File: src/hdl/srlc_pkg.sv
`timescale 1ns / 1ps
// ----------------------------------------------------------------------------
// srlc_pkg
// Types, codes and helpers shared by the selective repeat link controller.
// ----------------------------------------------------------------------------
package srlc_pkg;

    localparam int SEQ_BITS  = 5;
    localparam int SLOT_BITS = SEQ_BITS - 1;
    localparam int NR_BUFS   = 1 << SLOT_BITS;
    localparam int CNT_BITS  = SLOT_BITS + 1;

    localparam logic [15:0] DATA_TIMER_RESET = 16'd1200;
    localparam logic [15:0] ACK_TIMER_RESET  = 16'd110;
    localparam logic [9:0]  MIN_CRC_LENGTH   = 10'd7;
    localparam logic [9:0]  SHORT_CTRL_LEN   = 10'd2;

    localparam logic [2:0] KIND_HOST     = 3'd0;
    localparam logic [2:0] KIND_LINK     = 3'd1;
    localparam logic [2:0] KIND_FRAME    = 3'd2;
    localparam logic [2:0] KIND_DATA_TO  = 3'd3;
    localparam logic [2:0] KIND_ACK_TO   = 3'd4;

    localparam logic [1:0] FTYPE_DATA = 2'd0;
    localparam logic [1:0] FTYPE_ACK  = 2'd1;
    localparam logic [1:0] FTYPE_NAK  = 2'd2;

    localparam logic [3:0] ACT_STATUS   = 4'd0;
    localparam logic [3:0] ACT_SEND     = 4'd1;
    localparam logic [3:0] ACT_ACK      = 4'd2;
    localparam logic [3:0] ACT_NAK      = 4'd3;
    localparam logic [3:0] ACT_DELIVER  = 4'd4;
    localparam logic [3:0] ACT_START_DT = 4'd5;
    localparam logic [3:0] ACT_STOP_DT  = 4'd6;
    localparam logic [3:0] ACT_START_AT = 4'd7;
    localparam logic [3:0] ACT_STOP_AT  = 4'd8;
    localparam logic [3:0] ACT_STORE    = 4'd9;

    localparam logic CFG_DATA_TIMER = 1'b0;
    localparam logic CFG_ACK_TIMER  = 1'b1;

    typedef struct packed {
        logic [2:0]           kind;
        logic [9:0]           rx_length;
        logic                 rx_crc_ok;
        logic [1:0]           rx_frame_type;
        logic [SEQ_BITS-1:0]  rx_seq_number;
        logic [SEQ_BITS-1:0]  rx_ack_number;
        logic [SLOT_BITS-1:0] timeout_slot;
    } in_item_t;

    typedef struct packed {
        logic [3:0]           action;
        logic [SEQ_BITS-1:0]  tx_seq_number;
        logic [SEQ_BITS-1:0]  tx_ack_number;
        logic [SLOT_BITS-1:0] buffer_slot;
        logic [15:0]          timer_length;
        logic                 network_enable;
        logic                 last;
    } out_item_t;

    typedef struct packed {
        logic       load;
        logic       emit;
        logic [3:0] action;
        logic       set_link;
        logic       clr_link;
        logic       inc_out;
        logic       inc_nss;
        logic       clr_nak;
        logic       set_arrived;
        logic       deliver_step;
        logic       ack_step;
    } cmd_t;

    typedef struct packed {
        logic [2:0] kind;
        logic [1:0] frame_type;
        logic       bad;
        logic       seq_ne_exp;
        logic       nak_allowed;
        logic       full;
        logic       rx_accept;
        logic       arrived_exp;
        logic       want_in_win;
        logic       ack_in_win;
        logic       out_free;
    } stat_t;

    // True when b lies in the circular window [a, c).
    function automatic logic in_window(input logic [SEQ_BITS-1:0] a,
                                       input logic [SEQ_BITS-1:0] b,
                                       input logic [SEQ_BITS-1:0] c);
        in_window = ((a <= b) && (b < c)) || ((c < a) && (a <= b)) ||
                    ((b < c) && (c < a));
    endfunction

endpackage

File: src/hdl/srlc_ctrl.sv
`timescale 1ns / 1ps
`default_nettype none
// ----------------------------------------------------------------------------
// srlc_ctrl
// Sequencer that walks one event through its list of commands.
// ----------------------------------------------------------------------------
module srlc_ctrl (
    input  wire logic            clk,
    input  wire logic            rst_n,
    input  wire logic            in_valid,
    output logic                 in_stall,
    input  wire srlc_pkg::stat_t stat,
    output srlc_pkg::cmd_t       cmd
);

    localparam logic [3:0] ST_IDLE       = 4'd0;
    localparam logic [3:0] ST_DECODE     = 4'd1;
    localparam logic [3:0] ST_STORE      = 4'd2;
    localparam logic [3:0] ST_DATA       = 4'd3;
    localparam logic [3:0] ST_START_DT   = 4'd4;
    localparam logic [3:0] ST_STOP_AT    = 4'd5;
    localparam logic [3:0] ST_NAK        = 4'd6;
    localparam logic [3:0] ST_ACK        = 4'd7;
    localparam logic [3:0] ST_START_AT   = 4'd8;
    localparam logic [3:0] ST_MARK       = 4'd9;
    localparam logic [3:0] ST_DLOOP      = 4'd10;
    localparam logic [3:0] ST_DELIVER    = 4'd11;
    localparam logic [3:0] ST_DELIVER_AT = 4'd12;
    localparam logic [3:0] ST_ACKLOOP    = 4'd13;
    localparam logic [3:0] ST_STATUS     = 4'd14;

    logic [3:0] state_reg;
    logic [3:0] state_next;

    assign in_stall = (state_reg != ST_IDLE);

    always_comb
    begin
        state_next = state_reg;
        cmd        = '0;
        if (state_reg == ST_IDLE)
        begin
            if (in_valid)
            begin
                cmd.load   = 1'b1;
                state_next = ST_DECODE;
            end
        end
        else if (stat.out_free)
        begin
            case (state_reg)
                ST_DECODE:
                begin
                    case (stat.kind)
                        srlc_pkg::KIND_HOST:
                            state_next = stat.full ? ST_STATUS : ST_STORE;
                        srlc_pkg::KIND_LINK:
                        begin
                            cmd.set_link = 1'b1;
                            state_next   = ST_STATUS;
                        end
                        srlc_pkg::KIND_FRAME:
                        begin
                            if (stat.bad)
                                state_next = stat.nak_allowed ? ST_NAK : ST_STATUS;
                            else if (stat.frame_type == srlc_pkg::FTYPE_DATA)
                                state_next = (stat.seq_ne_exp && stat.nak_allowed) ?
                                             ST_NAK : ST_START_AT;
                            else if (stat.frame_type == srlc_pkg::FTYPE_NAK)
                                state_next = stat.want_in_win ? ST_DATA : ST_ACKLOOP;
                            else
                                state_next = ST_ACKLOOP;
                        end
                        srlc_pkg::KIND_DATA_TO: state_next = ST_DATA;
                        srlc_pkg::KIND_ACK_TO:  state_next = ST_ACK;
                        default:                state_next = ST_STATUS;
                    endcase
                end
                ST_STORE:
                begin
                    cmd.emit    = 1'b1;
                    cmd.action  = srlc_pkg::ACT_STORE;
                    cmd.inc_out = 1'b1;
                    state_next  = ST_DATA;
                end
                ST_DATA:
                begin
                    cmd.emit     = 1'b1;
                    cmd.action   = srlc_pkg::ACT_SEND;
                    cmd.clr_link = 1'b1;
                    state_next   = ST_START_DT;
                end
                ST_START_DT:
                begin
                    cmd.emit   = 1'b1;
                    cmd.action = srlc_pkg::ACT_START_DT;
                    state_next = ST_STOP_AT;
                end
                ST_NAK:
                begin
                    cmd.emit    = 1'b1;
                    cmd.action  = srlc_pkg::ACT_NAK;
                    cmd.clr_nak = 1'b1;
                    state_next  = ST_STOP_AT;
                end
                ST_ACK:
                begin
                    cmd.emit   = 1'b1;
                    cmd.action = srlc_pkg::ACT_ACK;
                    state_next = ST_STOP_AT;
                end
                ST_STOP_AT:
                begin
                    cmd.emit   = 1'b1;
                    cmd.action = srlc_pkg::ACT_STOP_AT;
                    // The host packet's sequence number advances once its send is done.
                    cmd.inc_nss = (stat.kind == srlc_pkg::KIND_HOST);
                    if ((stat.kind == srlc_pkg::KIND_FRAME) && !stat.bad)
                        state_next = (stat.frame_type == srlc_pkg::FTYPE_DATA) ?
                                     ST_MARK : ST_ACKLOOP;
                    else
                        state_next = ST_STATUS;
                end
                ST_START_AT:
                begin
                    cmd.emit   = 1'b1;
                    cmd.action = srlc_pkg::ACT_START_AT;
                    state_next = ST_MARK;
                end
                ST_MARK:
                begin
                    cmd.set_arrived = stat.rx_accept;
                    state_next      = stat.rx_accept ? ST_DLOOP : ST_ACKLOOP;
                end
                ST_DLOOP:
                    state_next = stat.arrived_exp ? ST_DELIVER : ST_ACKLOOP;
                ST_DELIVER:
                begin
                    cmd.emit         = 1'b1;
                    cmd.action       = srlc_pkg::ACT_DELIVER;
                    cmd.deliver_step = 1'b1;
                    state_next       = ST_DELIVER_AT;
                end
                ST_DELIVER_AT:
                begin
                    cmd.emit   = 1'b1;
                    cmd.action = srlc_pkg::ACT_START_AT;
                    state_next = ST_DLOOP;
                end
                ST_ACKLOOP:
                begin
                    if (stat.ack_in_win)
                    begin
                        cmd.emit     = 1'b1;
                        cmd.action   = srlc_pkg::ACT_STOP_DT;
                        cmd.ack_step = 1'b1;
                    end
                    else
                        state_next = ST_STATUS;
                end
                ST_STATUS:
                begin
                    cmd.emit   = 1'b1;
                    cmd.action = srlc_pkg::ACT_STATUS;
                    state_next = ST_IDLE;
                end
                default: state_next = ST_IDLE;
            endcase
        end
    end

    always_ff @(posedge clk or negedge rst_n)
    begin
        if (!rst_n)
            state_reg <= ST_IDLE;
        else
            state_reg <= state_next;
    end

`ifndef SYNTHESIS
    a_emit_needs_room: assert property (@(posedge clk) disable iff (!rst_n)
        cmd.emit |-> stat.out_free)
        else $error("command issued while the result register is occupied");
    a_status_returns_idle: assert property (@(posedge clk) disable iff (!rst_n)
        (cmd.emit && cmd.action == srlc_pkg::ACT_STATUS) |=> (state_reg == ST_IDLE))
        else $error("sequencer did not return to idle after status");
    a_load_only_idle: assert property (@(posedge clk) disable iff (!rst_n)
        cmd.load |=> (state_reg == ST_DECODE))
        else $error("event load did not start decode");
`endif

endmodule
`default_nettype wire

File: src/hdl/srlc_dpath.sv
`timescale 1ns / 1ps
`default_nettype none
// ----------------------------------------------------------------------------
// srlc_dpath
// Window state, configuration registers and the result register.
// ----------------------------------------------------------------------------
module srlc_dpath (
    input  wire logic               clk,
    input  wire logic               rst_n,
    input  wire srlc_pkg::in_item_t in_data,
    input  wire logic               out_stall,
    output logic                    out_valid,
    output srlc_pkg::out_item_t     out_data,
    input  wire logic               cfg_write_en,
    input  wire logic               cfg_index,
    input  wire logic [15:0]        cfg_data,
    input  wire srlc_pkg::cmd_t     cmd,
    output srlc_pkg::stat_t         stat
);

    localparam int SB = srlc_pkg::SEQ_BITS;
    localparam int LB = srlc_pkg::SLOT_BITS;
    localparam int CB = srlc_pkg::CNT_BITS;

    srlc_pkg::in_item_t  ev_reg;
    srlc_pkg::out_item_t out_reg, out_next;
    logic                out_valid_reg, out_valid_next;

    logic [15:0]         dtl_reg, atl_reg;
    logic [SB-1:0]       nss_reg, nss_next;
    logic [SB-1:0]       old_reg, old_next;
    logic [SB-1:0]       exp_reg, exp_next;
    logic [SB-1:0]       rwe_reg, rwe_next;
    logic [CB-1:0]       cnt_reg, cnt_next;
    logic [srlc_pkg::NR_BUFS-1:0] arr_reg, arr_next;
    logic                nak_reg, nak_next;
    logic                link_reg, link_next;

    logic [SB-1:0]       piggy;
    logic [SB-1:0]       want;
    logic [SB-1:0]       tmo_seq;
    logic [SB-1:0]       send_seq;
    logic [LB-1:0]       tmo_slot;

    assign piggy    = exp_reg - SB'(1);
    assign want     = ev_reg.rx_ack_number + SB'(1);
    assign tmo_slot = ev_reg.timeout_slot;
    assign tmo_seq  = srlc_pkg::in_window(old_reg, {1'b0, tmo_slot}, nss_reg) ?
                      {1'b0, tmo_slot} : {1'b1, tmo_slot};

    always_comb
    begin
        case (ev_reg.kind)
            srlc_pkg::KIND_HOST:    send_seq = nss_reg;
            srlc_pkg::KIND_DATA_TO: send_seq = tmo_seq;
            default:                send_seq = want;
        endcase
    end

    always_comb
    begin
        stat.kind        = ev_reg.kind;
        stat.frame_type  = ev_reg.rx_frame_type;
        stat.bad         = ((ev_reg.rx_length < srlc_pkg::MIN_CRC_LENGTH) &&
                            (ev_reg.rx_length != srlc_pkg::SHORT_CTRL_LEN)) ||
                           ((ev_reg.rx_length >= srlc_pkg::MIN_CRC_LENGTH) &&
                            !ev_reg.rx_crc_ok);
        stat.seq_ne_exp  = (ev_reg.rx_seq_number != exp_reg);
        stat.nak_allowed = nak_reg;
        stat.full        = (cnt_reg >= CB'(srlc_pkg::NR_BUFS));
        stat.rx_accept   = srlc_pkg::in_window(exp_reg, ev_reg.rx_seq_number, rwe_reg) &&
                           !arr_reg[ev_reg.rx_seq_number[LB-1:0]];
        stat.arrived_exp = arr_reg[exp_reg[LB-1:0]];
        stat.want_in_win = srlc_pkg::in_window(old_reg, want, nss_reg);
        stat.ack_in_win  = srlc_pkg::in_window(old_reg, ev_reg.rx_ack_number, nss_reg);
        stat.out_free    = !out_valid_reg || !out_stall;
    end

    always_comb
    begin
        nss_next       = nss_reg;
        old_next       = old_reg;
        exp_next       = exp_reg;
        rwe_next       = rwe_reg;
        cnt_next       = cnt_reg;
        arr_next       = arr_reg;
        nak_next       = nak_reg;
        link_next      = link_reg;
        out_next       = out_reg;
        out_valid_next = out_valid_reg && out_stall;

        if (cmd.set_link)
            link_next = 1'b1;
        if (cmd.clr_link)
            link_next = 1'b0;
        if (cmd.inc_out)
            cnt_next = cnt_reg + CB'(1);
        if (cmd.inc_nss)
            nss_next = nss_reg + SB'(1);
        if (cmd.clr_nak)
            nak_next = 1'b0;
        if (cmd.set_arrived)
            arr_next[ev_reg.rx_seq_number[LB-1:0]] = 1'b1;
        if (cmd.deliver_step)
        begin
            arr_next[exp_reg[LB-1:0]] = 1'b0;
            exp_next = exp_reg + SB'(1);
            rwe_next = rwe_reg + SB'(1);
            nak_next = 1'b1;
        end
        if (cmd.ack_step)
        begin
            old_next = old_reg + SB'(1);
            if (cnt_reg != '0)
                cnt_next = cnt_reg - CB'(1);
        end

        if (cmd.emit)
        begin
            out_valid_next  = 1'b1;
            out_next        = '0;
            out_next.action = cmd.action;
            case (cmd.action)
                srlc_pkg::ACT_STORE:
                    out_next.buffer_slot = nss_reg[LB-1:0];
                srlc_pkg::ACT_SEND:
                begin
                    out_next.tx_seq_number = send_seq;
                    out_next.tx_ack_number = piggy;
                    out_next.buffer_slot   = send_seq[LB-1:0];
                end
                srlc_pkg::ACT_START_DT:
                begin
                    out_next.buffer_slot  = send_seq[LB-1:0];
                    out_next.timer_length = dtl_reg;
                end
                srlc_pkg::ACT_ACK, srlc_pkg::ACT_NAK:
                    out_next.tx_ack_number = piggy;
                srlc_pkg::ACT_START_AT:
                    out_next.timer_length = atl_reg;
                srlc_pkg::ACT_DELIVER:
                    out_next.buffer_slot = exp_reg[LB-1:0];
                srlc_pkg::ACT_STOP_DT:
                    out_next.buffer_slot = old_reg[LB-1:0];
                srlc_pkg::ACT_STATUS:
                begin
                    out_next.network_enable = (cnt_reg < CB'(srlc_pkg::NR_BUFS)) && link_reg;
                    out_next.last           = 1'b1;
                end
                default: out_next.action = cmd.action;
            endcase
        end
    end

    always_ff @(posedge clk or negedge rst_n)
    begin
        if (!rst_n)
        begin
            dtl_reg       <= srlc_pkg::DATA_TIMER_RESET;
            atl_reg       <= srlc_pkg::ACK_TIMER_RESET;
            nss_reg       <= '0;
            old_reg       <= '0;
            exp_reg       <= '0;
            rwe_reg       <= SB'(srlc_pkg::NR_BUFS);
            cnt_reg       <= '0;
            arr_reg       <= '0;
            nak_reg       <= 1'b1;
            link_reg      <= 1'b0;
            out_valid_reg <= 1'b0;
        end
        else
        begin
            if (cfg_write_en && (cfg_index == srlc_pkg::CFG_DATA_TIMER))
                dtl_reg <= cfg_data;
            if (cfg_write_en && (cfg_index == srlc_pkg::CFG_ACK_TIMER))
                atl_reg <= cfg_data;
            nss_reg       <= nss_next;
            old_reg       <= old_next;
            exp_reg       <= exp_next;
            rwe_reg       <= rwe_next;
            cnt_reg       <= cnt_next;
            arr_reg       <= arr_next;
            nak_reg       <= nak_next;
            link_reg      <= link_next;
            out_valid_reg <= out_valid_next;
        end
    end

    always_ff @(posedge clk)
    begin
        out_reg <= out_next;
        if (cmd.load)
            ev_reg <= in_data;
    end

    assign out_valid = out_valid_reg;
    assign out_data  = out_reg;

`ifndef SYNTHESIS
    a_count_bounded: assert property (@(posedge clk) disable iff (!rst_n)
        cnt_reg <= CB'(srlc_pkg::NR_BUFS))
        else $error("outstanding count above window size");
    a_rx_window_span: assert property (@(posedge clk) disable iff (!rst_n)
        (rwe_reg - exp_reg) == SB'(srlc_pkg::NR_BUFS))
        else $error("receive window lost its width");
    a_last_is_status: assert property (@(posedge clk) disable iff (!rst_n)
        out_valid_reg |-> (out_reg.last == (out_reg.action == srlc_pkg::ACT_STATUS)))
        else $error("last flag not on the status result");
`endif

endmodule
`default_nettype wire

File: src/hdl/selective_repeat_link_controller_core.sv
`timescale 1ns / 1ps
`default_nettype none
// ----------------------------------------------------------------------------
// selective_repeat_link_controller_core
// Selective repeat ARQ window controller: turns link events into commands.
// ----------------------------------------------------------------------------
// Channel   Direction  Handshake          Payload
// in        input      in_valid/in_stall  srlc_pkg::in_item_t (one event)
// out       output     out_valid/out_stall srlc_pkg::out_item_t (one command)
// cfg       input      cfg_write_en       cfg_index, cfg_data (timer lengths)
//
// An event is loaded and decoded, then its results are transferred one by one;
// a received data frame is also marked, each delivery is checked, and the
// acknowledgement scan of every good frame is closed.
// Reset clears the window state and loads the default timer lengths.
// A stall on the output holds the sequencer; no new event is taken until the
// status result of the current one has been issued.
// ----------------------------------------------------------------------------
module selective_repeat_link_controller_core (
    input  wire logic                clk,
    input  wire logic                rst_n,
    input  wire logic                in_valid,
    output logic                     in_stall,
    input  wire srlc_pkg::in_item_t  in_data,
    output logic                     out_valid,
    input  wire logic                out_stall,
    output srlc_pkg::out_item_t      out_data,
    input  wire logic                cfg_write_en,
    input  wire logic                cfg_index,
    input  wire logic [15:0]         cfg_data
);

    srlc_pkg::cmd_t  cmd;
    srlc_pkg::stat_t stat;

    srlc_ctrl u_ctrl (
        .clk      (clk),
        .rst_n    (rst_n),
        .in_valid (in_valid),
        .in_stall (in_stall),
        .stat     (stat),
        .cmd      (cmd)
    );

    srlc_dpath u_dpath (
        .clk          (clk),
        .rst_n        (rst_n),
        .in_data      (in_data),
        .out_stall    (out_stall),
        .out_valid    (out_valid),
        .out_data     (out_data),
        .cfg_write_en (cfg_write_en),
        .cfg_index    (cfg_index),
        .cfg_data     (cfg_data),
        .cmd          (cmd),
        .stat         (stat)
    );

endmodule
`default_nettype wire

File: config.mk
export PLATFORM = sky130hd
export DESIGN_NAME = selective_repeat_link_controller_core
export DESIGN_NICKNAME = d
export VERILOG_FILES = /design/src/hdl/srlc_pkg.sv /design/src/hdl/srlc_ctrl.sv /design/src/hdl/srlc_dpath.sv /design/src/hdl/selective_repeat_link_controller_core.sv
export SDC_FILE = /design/constraint.sdc
export NUM_CORES = 1
export LEC_CHECK = 0
export BUFFER_PORTS_ARGS = -buffer_cell sky130_fd_sc_hd__buf_2
export CAP_MARGIN = 20
export CORE_ASPECT_RATIO = 1.75
export CORE_MARGIN = 1.5
export CORE_UTILIZATION = 64
export DETAILED_ROUTE_END_ITERATION = 6
export PLACE_DENSITY_LB_ADDON = 0.12
export SYNTH_ARGS = -nofsm -noshare
export SYNTH_HDL_FRONTEND = slang
export SYNTH_HIERARCHICAL = 1
export SYNTH_SLANG_ARGS = --single-unit
File: constraint.sdc
create_clock -name clk -period 12.15 [get_ports clk]
set_clock_uncertainty 0.05 [all_clocks]
set_input_delay 0.6075 -clock clk [delete_from_list [all_inputs] [get_ports clk]]
set_output_delay 0.6075 -clock clk [all_outputs]
set_load 0.1 [all_outputs]
==> results of run 1 <==
## cells in the mapped netlist (4+ instances only)
master	n
a22oi_1	5
buf_4	6
xnor2_1	19
and3_1	10
nor2_1	41
dfrtp_1	69
nand2b_1	21
nand2_1	33
edfxtp_1	66
mux2_2	33
inv_1	51
xor2_1	6
mux4_2	6
dfstp_2	11
a22o_1	17
nor2b_1	5
ha_1	52
a211oi_1	11
nor3_1	11
mux4_1	4
a21oi_1	55
o21ai_0	21
o31ai_1	4
o221ai_1	7
o22ai_1	4
clkbuf_1	23
nor4_1	4
a31oi_1	6
o211ai_1	6
nand4_1	9
nand3_1	15
and2_1	5
## layout make-up
| cell class | count | area, µm² | share of cell area |
|---|---|---|---|
| Sequential cell | 146 | 4000 | 0.441 |
| Multi-Input combinational cell | 463 | 3540 | 0.390 |
| Timing Repair Buffer | 97 | 531 | 0.0585 |
| Clock buffer | 17 | 425 | 0.0469 |
| Tap cell | 165 | 206 | 0.0228 |
| Inverter | 51 | 191 | 0.0211 |
| Clock inverter | 15 | 184 | 0.0203 |
## path summary, 6_finish.rpt
path                               startpoint             endpoint  slack, ns  depth (start not counted)
setup / recovery           u_dpath/old_reg[1]  u_dpath/out_data[8]       8.26                         14
hold / removal                    in_data[12]   u_dpath/ev_reg[12]       0.31                          1
setup reg to reg           u_dpath/old_reg[1]  u_dpath/out_data[8]       8.26                         14
hold reg to reg            u_dpath/exp_reg[4]   u_dpath/exp_reg[4]       0.46                          1
max in group asynchronous               rst_n      u_dpath/nak_reg      10.92                          3
min in group asynchronous               rst_n   u_dpath/dtl_reg[2]       0.50                          2
## cell families (layout without fill, tap and decap cells)
logic type                 count (synthesis)  after routing  synth area share
DFF                                      146            146             0.508
and+or+nand+nor                          177            177             0.118
AOI/OAI and AO/OA                        162            162             0.135
buffers and inverters                     85            180            0.0447
muxes                                     44             44            0.0790
xor gates and xnor gates                  25             25            0.0278
adders and majority gates                 55             55            0.0865
## worst max-delay path, stage by stage, from the launching register on
cell and delay (ns):
dfrtp_1 0.49, inv_1 0.09, ha_1 0.28, a211oi_1 0.22, o21ai_1 0.14, o21ai_0 0.16
maj3_1 0.35, nand2_1 0.09, a211oi_1 0.25, a21oi_1 0.06, nor2_1 0.63, nand2b_1 0.23
nor2_1 0.14, buf_4 0.21, a22o_1 0.25
## metal layers
layer / vias up / track usage / routed length [µm]
met1: 2907 / 0.334 / 6700
met5: - / 0 / 0
li1: 2729 / - / -
met3: 78 / 0.0574 / 1040
met4: 0 / 0.208 / 1190
met2: 267 / 0.581 / 11000
## power groups by stage
stage	Combinational [µW]	Sequential, µW	Clock (µW)
final	1210	862	518
after global routing	1290	881	545
after CTS	1200	857	527
after detailed placement	1190	863	0
after global placement	1170	857	0
after floorplan	542	1240	0
## through the flow
| stage | total power, µW | instance area, µm² |
|---|---|---|
| floorplan | 1790 | 7870 |
| global placement | 2020 | 8410 |
| detailed placement | 2050 | 8410 |
| CTS | 2590 | 9020 |
| global route | 2710 | 9070 |
| finish | 2590 | 9070 |
## what timing repair did
action | CTS | global route
hold endpoints to repair | 0 | 6
hold buffers | 0 | 1
resized for setup | 0 | 0
==> flow_metrics.env, run 1 <==
export IMPL_layout_common_cells="88 x buf_2, 69 x dfrtp_1, 66 x edfxtp_1"
export IMPL_ant_nets=0
export IMPL_dp_cells=918
export IMPL_outcome="finished, final reports clean"
export IMPL_wire_per_inst_um=20.9
export IMPL_drc=0
export IMPL_grt_pass1_vias=6141
export IMPL_routed_wl_mm=19.9
export IMPL_slew_headroom=0.413
export IMPL_postCtsSetupRepairBufs=0
export IMPL_startpoint_type="register"
export IMPL_p_seq_frac=0.333
export IMPL_start_util=0.656
export IMPL_fp_dieArea_mm2=0.0130
export IMPL_overflow=0
export IMPL_drive_gt1_frac=0.240
export IMPL_syn_area_mm2=0.00787
export IMPL_synth_seq_area_share=0.508
export IMPL_clk_path_buf_depth=2
export IMPL_arrival_ns=4.02
export IMPL_clk_pin_slew_ns=0.07
export IMPL_grt_use_total=0.322
export IMPL_clk_latency_ns=0.42
export IMPL_hold_class="in -> reg"
export IMPL_post_route_util=0.756
export IMPL_portBuffers=89
export IMPL_async_flop_share=0.548
export IMPL_power_internal_uw=1310
export IMPL_h_tree_depth=4
export IMPL_place_worst_setup_slack_ns=8.02
export IMPL_synth_top_cell_by_area="edfxtp_1"
export IMPL_synth_seq_cells=146
export IMPL_synth_edf_count=66
export IMPL_avgSynthCellArea_um2=11.3
export IMPL_largest_reg_flops=36
export IMPL_rows=53
export IMPL_path_max_fanout=13
export IMPL_cts_tree="done"
export IMPL_grt_pass1_wl_mm=30.8
export IMPL_ys_types=69
export IMPL_fin_crit_ns=3.89
export IMPL_final_common_cell="buf_2"
export IMPL_drv_slew=0
export IMPL_finalSetupViolations=0
export IMPL_routed_via_density=6.27
export IMPL_syn_inst=694
export IMPL_comb_power_share=0.468
export IMPL_fill_cells=821
export IMPL_die_y_um=150
export IMPL_dr_pass1_iters=5
export IMPL_cts_root_buf="clkbuf_16"
export IMPL_fmax_mhz=257
export IMPL_p_per_area_mw_per_mm2=286
export IMPL_end_kind="register"
export IMPL_required_ns=12.28
export IMPL_synth_top_area_share=0.252
export IMPL_switching_power_uw=1290
export IMPL_setup_ws_ns=8.26
export IMPL_leakagePower_uw=0.00390
export IMPL_ys_warn_count=6
export IMPL_swShare=0.496
export IMPL_io_pins=90
export IMPL_core_mm2=0.0120
export IMPL_dp_hpwl_mm=14.3
export IMPL_drv_cap=0
export IMPL_synth_ff_type="dfrtp_1"
export IMPL_antenna_found_initial=0
export IMPL_timing_setup_tns_ns=0
export IMPL_netlist_top_cells_area="edfxtp_1 25%, dfrtp_1 22%, ha_1 8.3%, mux2_2 4.7%, dfstp_2 3.7%"
export IMPL_num_vias=5981
export IMPL_timing_hold_violations_final=0
export IMPL_fin_crit_sh=0.320
export IMPL_die_w_um=86.8
export IMPL_pwr_share_clk=0.200
export IMPL_insertedDiodeCount=0
export IMPL_gp_congestion=0.918
export IMPL_worstSetupPathType="reg -> reg"
export IMPL_area_growth_syn_to_layout_pct=15.3
export IMPL_rsz0062_at_grt="no"
export IMPL_final_cells=954
export IMPL_synth_nets=798
export IMPL_grt_max_degree=81
export IMPL_irDropWorstVdd_v=0.000200
export IMPL_cts_buffers=17
export IMPL_cts_sink_count=146
export IMPL_tightest_slew_ns=0.877
export IMPL_drt_iter0_markers=502
export IMPL_nNetsFinal=880
export IMPL_whs_ns=0.307
Note: power is estimated with default switching activity, not from simulation.
==> run 2: changes to the inputs <==
--- a/config.mk
+++ b/config.mk
@@ -9,7 +9,7 @@
 export CAP_MARGIN = 20
 export CORE_ASPECT_RATIO = 1.75
 export CORE_MARGIN = 1.5
-export CORE_UTILIZATION = 64
+export CORE_UTILIZATION = 53
 export DETAILED_ROUTE_END_ITERATION = 6
 export PLACE_DENSITY_LB_ADDON = 0.12
 export SYNTH_ARGS = -nofsm -noshare
==> constraint.sdc (replaced) <==
create_clock -name clk -period 3.25 [get_ports clk]
set_clock_uncertainty 0.05 [all_clocks]
set_input_delay 0.1625 -clock clk [delete_from_list [all_inputs] [get_ports clk]]
set_output_delay 0.1625 -clock clk [all_outputs]
set_load 0.1 [all_outputs]
==> run 2 against run 1 <==
  * Worst hold slack worse by 0.23 ns
  * Non-clock buffer count grew 87
  * Setup slack lost 8.2 ns
  * Via count is 4.5% higher
  * Clock power rose to 3.8 times the previous value
  * Largest cell class unchanged
==> flow_metrics.env, run 2 (synthesized netlist as in run 1, its figures left out) <==
export IMPL_slew_headroom=0.439
export IMPL_outcome="finished, final reports clean"
export IMPL_crit_path_end="u_ctrl/state_reg[2]"
export IMPL_largest_reg_flops=36
export IMPL_nNetsFinal=967
export IMPL_fill_cells=1097
export IMPL_finalSetupViolations=0
export IMPL_place_worst_setup_slack_ns=0.0461
export IMPL_die_y_um=164
export IMPL_cp_startpoint="u_dpath/ev_reg[5]"
export IMPL_hold_class="in -> async"
export IMPL_cts_buffers=17
export IMPL_grt_pass1_vias=6371
export IMPL_insertedDiodeCount=0
export IMPL_ant_nets=0
export IMPL_drc=0
export IMPL_fp_dieArea_mm2=0.0156
export IMPL_leakagePower_uw=0.00433
export IMPL_rr_worst_depth=13
export IMPL_layout_common_cells="88 x buf_2, 69 x dfrtp_1, 66 x edfxtp_1"
export IMPL_io_pins=90
export IMPL_dp_cells=974
export IMPL_seq_area_mm2=0.00400
export IMPL_drv_slew=0
export IMPL_r2r_end="u_ctrl/state_reg[2]"
export IMPL_multi_input_area_mm2=0.00360
export IMPL_setup_ws_ns=0.0812
export IMPL_drive_gt1_frac=0.276
export IMPL_clk_path_buf_depth=2
export IMPL_end_kind="register"
export IMPL_grt_max_degree=81
export IMPL_timing_setup_tns_ns=0
export IMPL_p_per_area_mw_per_mm2=1030
export IMPL_r2r_start="u_dpath/ev_reg[5]"
export IMPL_portBuffers=89
export IMPL_die_w_um=95.1
export IMPL_dp_hpwl_mm=15.2
export IMPL_grt_use_total=0.279
export IMPL_routed_via_density=5.92
export IMPL_routed_wl_mm=21.1
export IMPL_rows=58
export IMPL_final_cells=1056
export IMPL_num_vias=6250
export IMPL_cts_sink_count=146
export IMPL_start_util=0.545
export IMPL_core_mm2=0.0144
export IMPL_fin_crit_ns=3.17
export IMPL_startpoint_type="register"
export IMPL_required_ns=3.50
export IMPL_fmax_mhz=316
export IMPL_fin_crit_sh=0.975
export IMPL_path_max_fanout=4
export IMPL_drv_cap=0
export IMPL_wire_per_inst_um=20.0
export IMPL_final_common_cell="buf_2"
export IMPL_rsz0062_at_grt="yes"
export IMPL_area_growth_syn_to_layout_pct=26.5
export IMPL_tightest_slew_ns=0.842
export IMPL_overflow=0
export IMPL_worstSetupPathType="reg -> reg"
export IMPL_antenna_found_initial=0
export IMPL_total_power_uw=10200
export IMPL_arrival_ns=3.42
export IMPL_timing_hold_violations_final=0
export IMPL_h_tree_depth=4
export IMPL_clk_pin_slew_ns=0.07
export IMPL_grt_pass1_wl_mm=32.4
export IMPL_dr_pass1_iters=5
export IMPL_gp_congestion=0.972
export IMPL_cts_tree="done"
export IMPL_ff2ff_setup_slack_ns=0.08
export IMPL_clk_latency_ns=0.42
export IMPL_cts_root_buf="clkbuf_16"
export IMPL_irDropWorstVdd_v=0.000654
export IMPL_drt_iter0_markers=244
## run 2: per-layer routing
layer | wire, µm | GRT usage | up-vias
li1 | - | - | 2905
met1 | 7740 | 0.305 | 3074
met2 | 11500 | 0.503 | 219
met3 | 897 | 0.0444 | 52
met4 | 912 | 0.152 | 0
met5 | 0 | 0 | -
## run 2: per-stage QoR
| step | instance area, µm² | utilization | hold slack (ns) |
|---|---|---|---|
| finish | 9950 | 0.689 | 0.0797 |
| CTS | 9850 | 0.682 | 0.243 |
| floorplan | 7890 | - | -0.183 |
| detailed placement | 8770 | 0.608 | 0.291 |
| global placement | 8770 | 0.608 | 0.288 |
| global route | 9950 | 0.689 | 0.0891 |
## run 2: worst min path at each step
stage           startpoint             endpoint  cells after the start
2_1_floorplan        rst_n  u_ctrl/state_reg[0]                      0
3_3_place_gp   in_data[11]   u_dpath/ev_reg[11]                      1
3_5_place_dp   in_data[10]   u_dpath/ev_reg[10]                      1
4_1_cts           in_valid   u_dpath/ev_reg[10]                      2
5_1_grt              rst_n   u_dpath/atl_reg[0]                      2
6_report             rst_n   u_dpath/atl_reg[0]                      2
## run 2: power by group
part	switching [µW]	internal [µW]	leakage, µW
registers	394	2640	0.00161
clock network	849	1140	0.000299
logic	3630	1550	0.00242
total	4870	5330	0.00433
## run 2: what timing repair did
item,4_1_cts,5_1_grt
endpoints found under the hold margin,131,0
resized for setup,0,15
setup endpoints to repair,0,45
buffers inserted,0,2
hold buffers,47,0
## run 2: cell type report
type / instances / share of cell area
sequential: 146 / 0.402
multi-input combinational: 463 / 0.362
tap: 180 / 0.0226
inverter: 51 / 0.0192
clock buffer: 18 / 0.0453
clock inverter: 14 / 0.0152
timing repair buffer: 184 / 0.134
## run 2: critical path, stage by stage, from the launching register on
cell and delay, ns:
edfxtp_1 0.46, ha_4 0.20, nand3_1 0.16, xnor2_2 0.18, buf_4 0.16, ha_1 0.20
a211oi_1 0.19, o21ai_1 0.10, o211ai_1 0.20, maj3_2 0.34, inv_1 0.07, a2111oi_2 0.35
a211oi_1 0.14, a221o_1 0.27
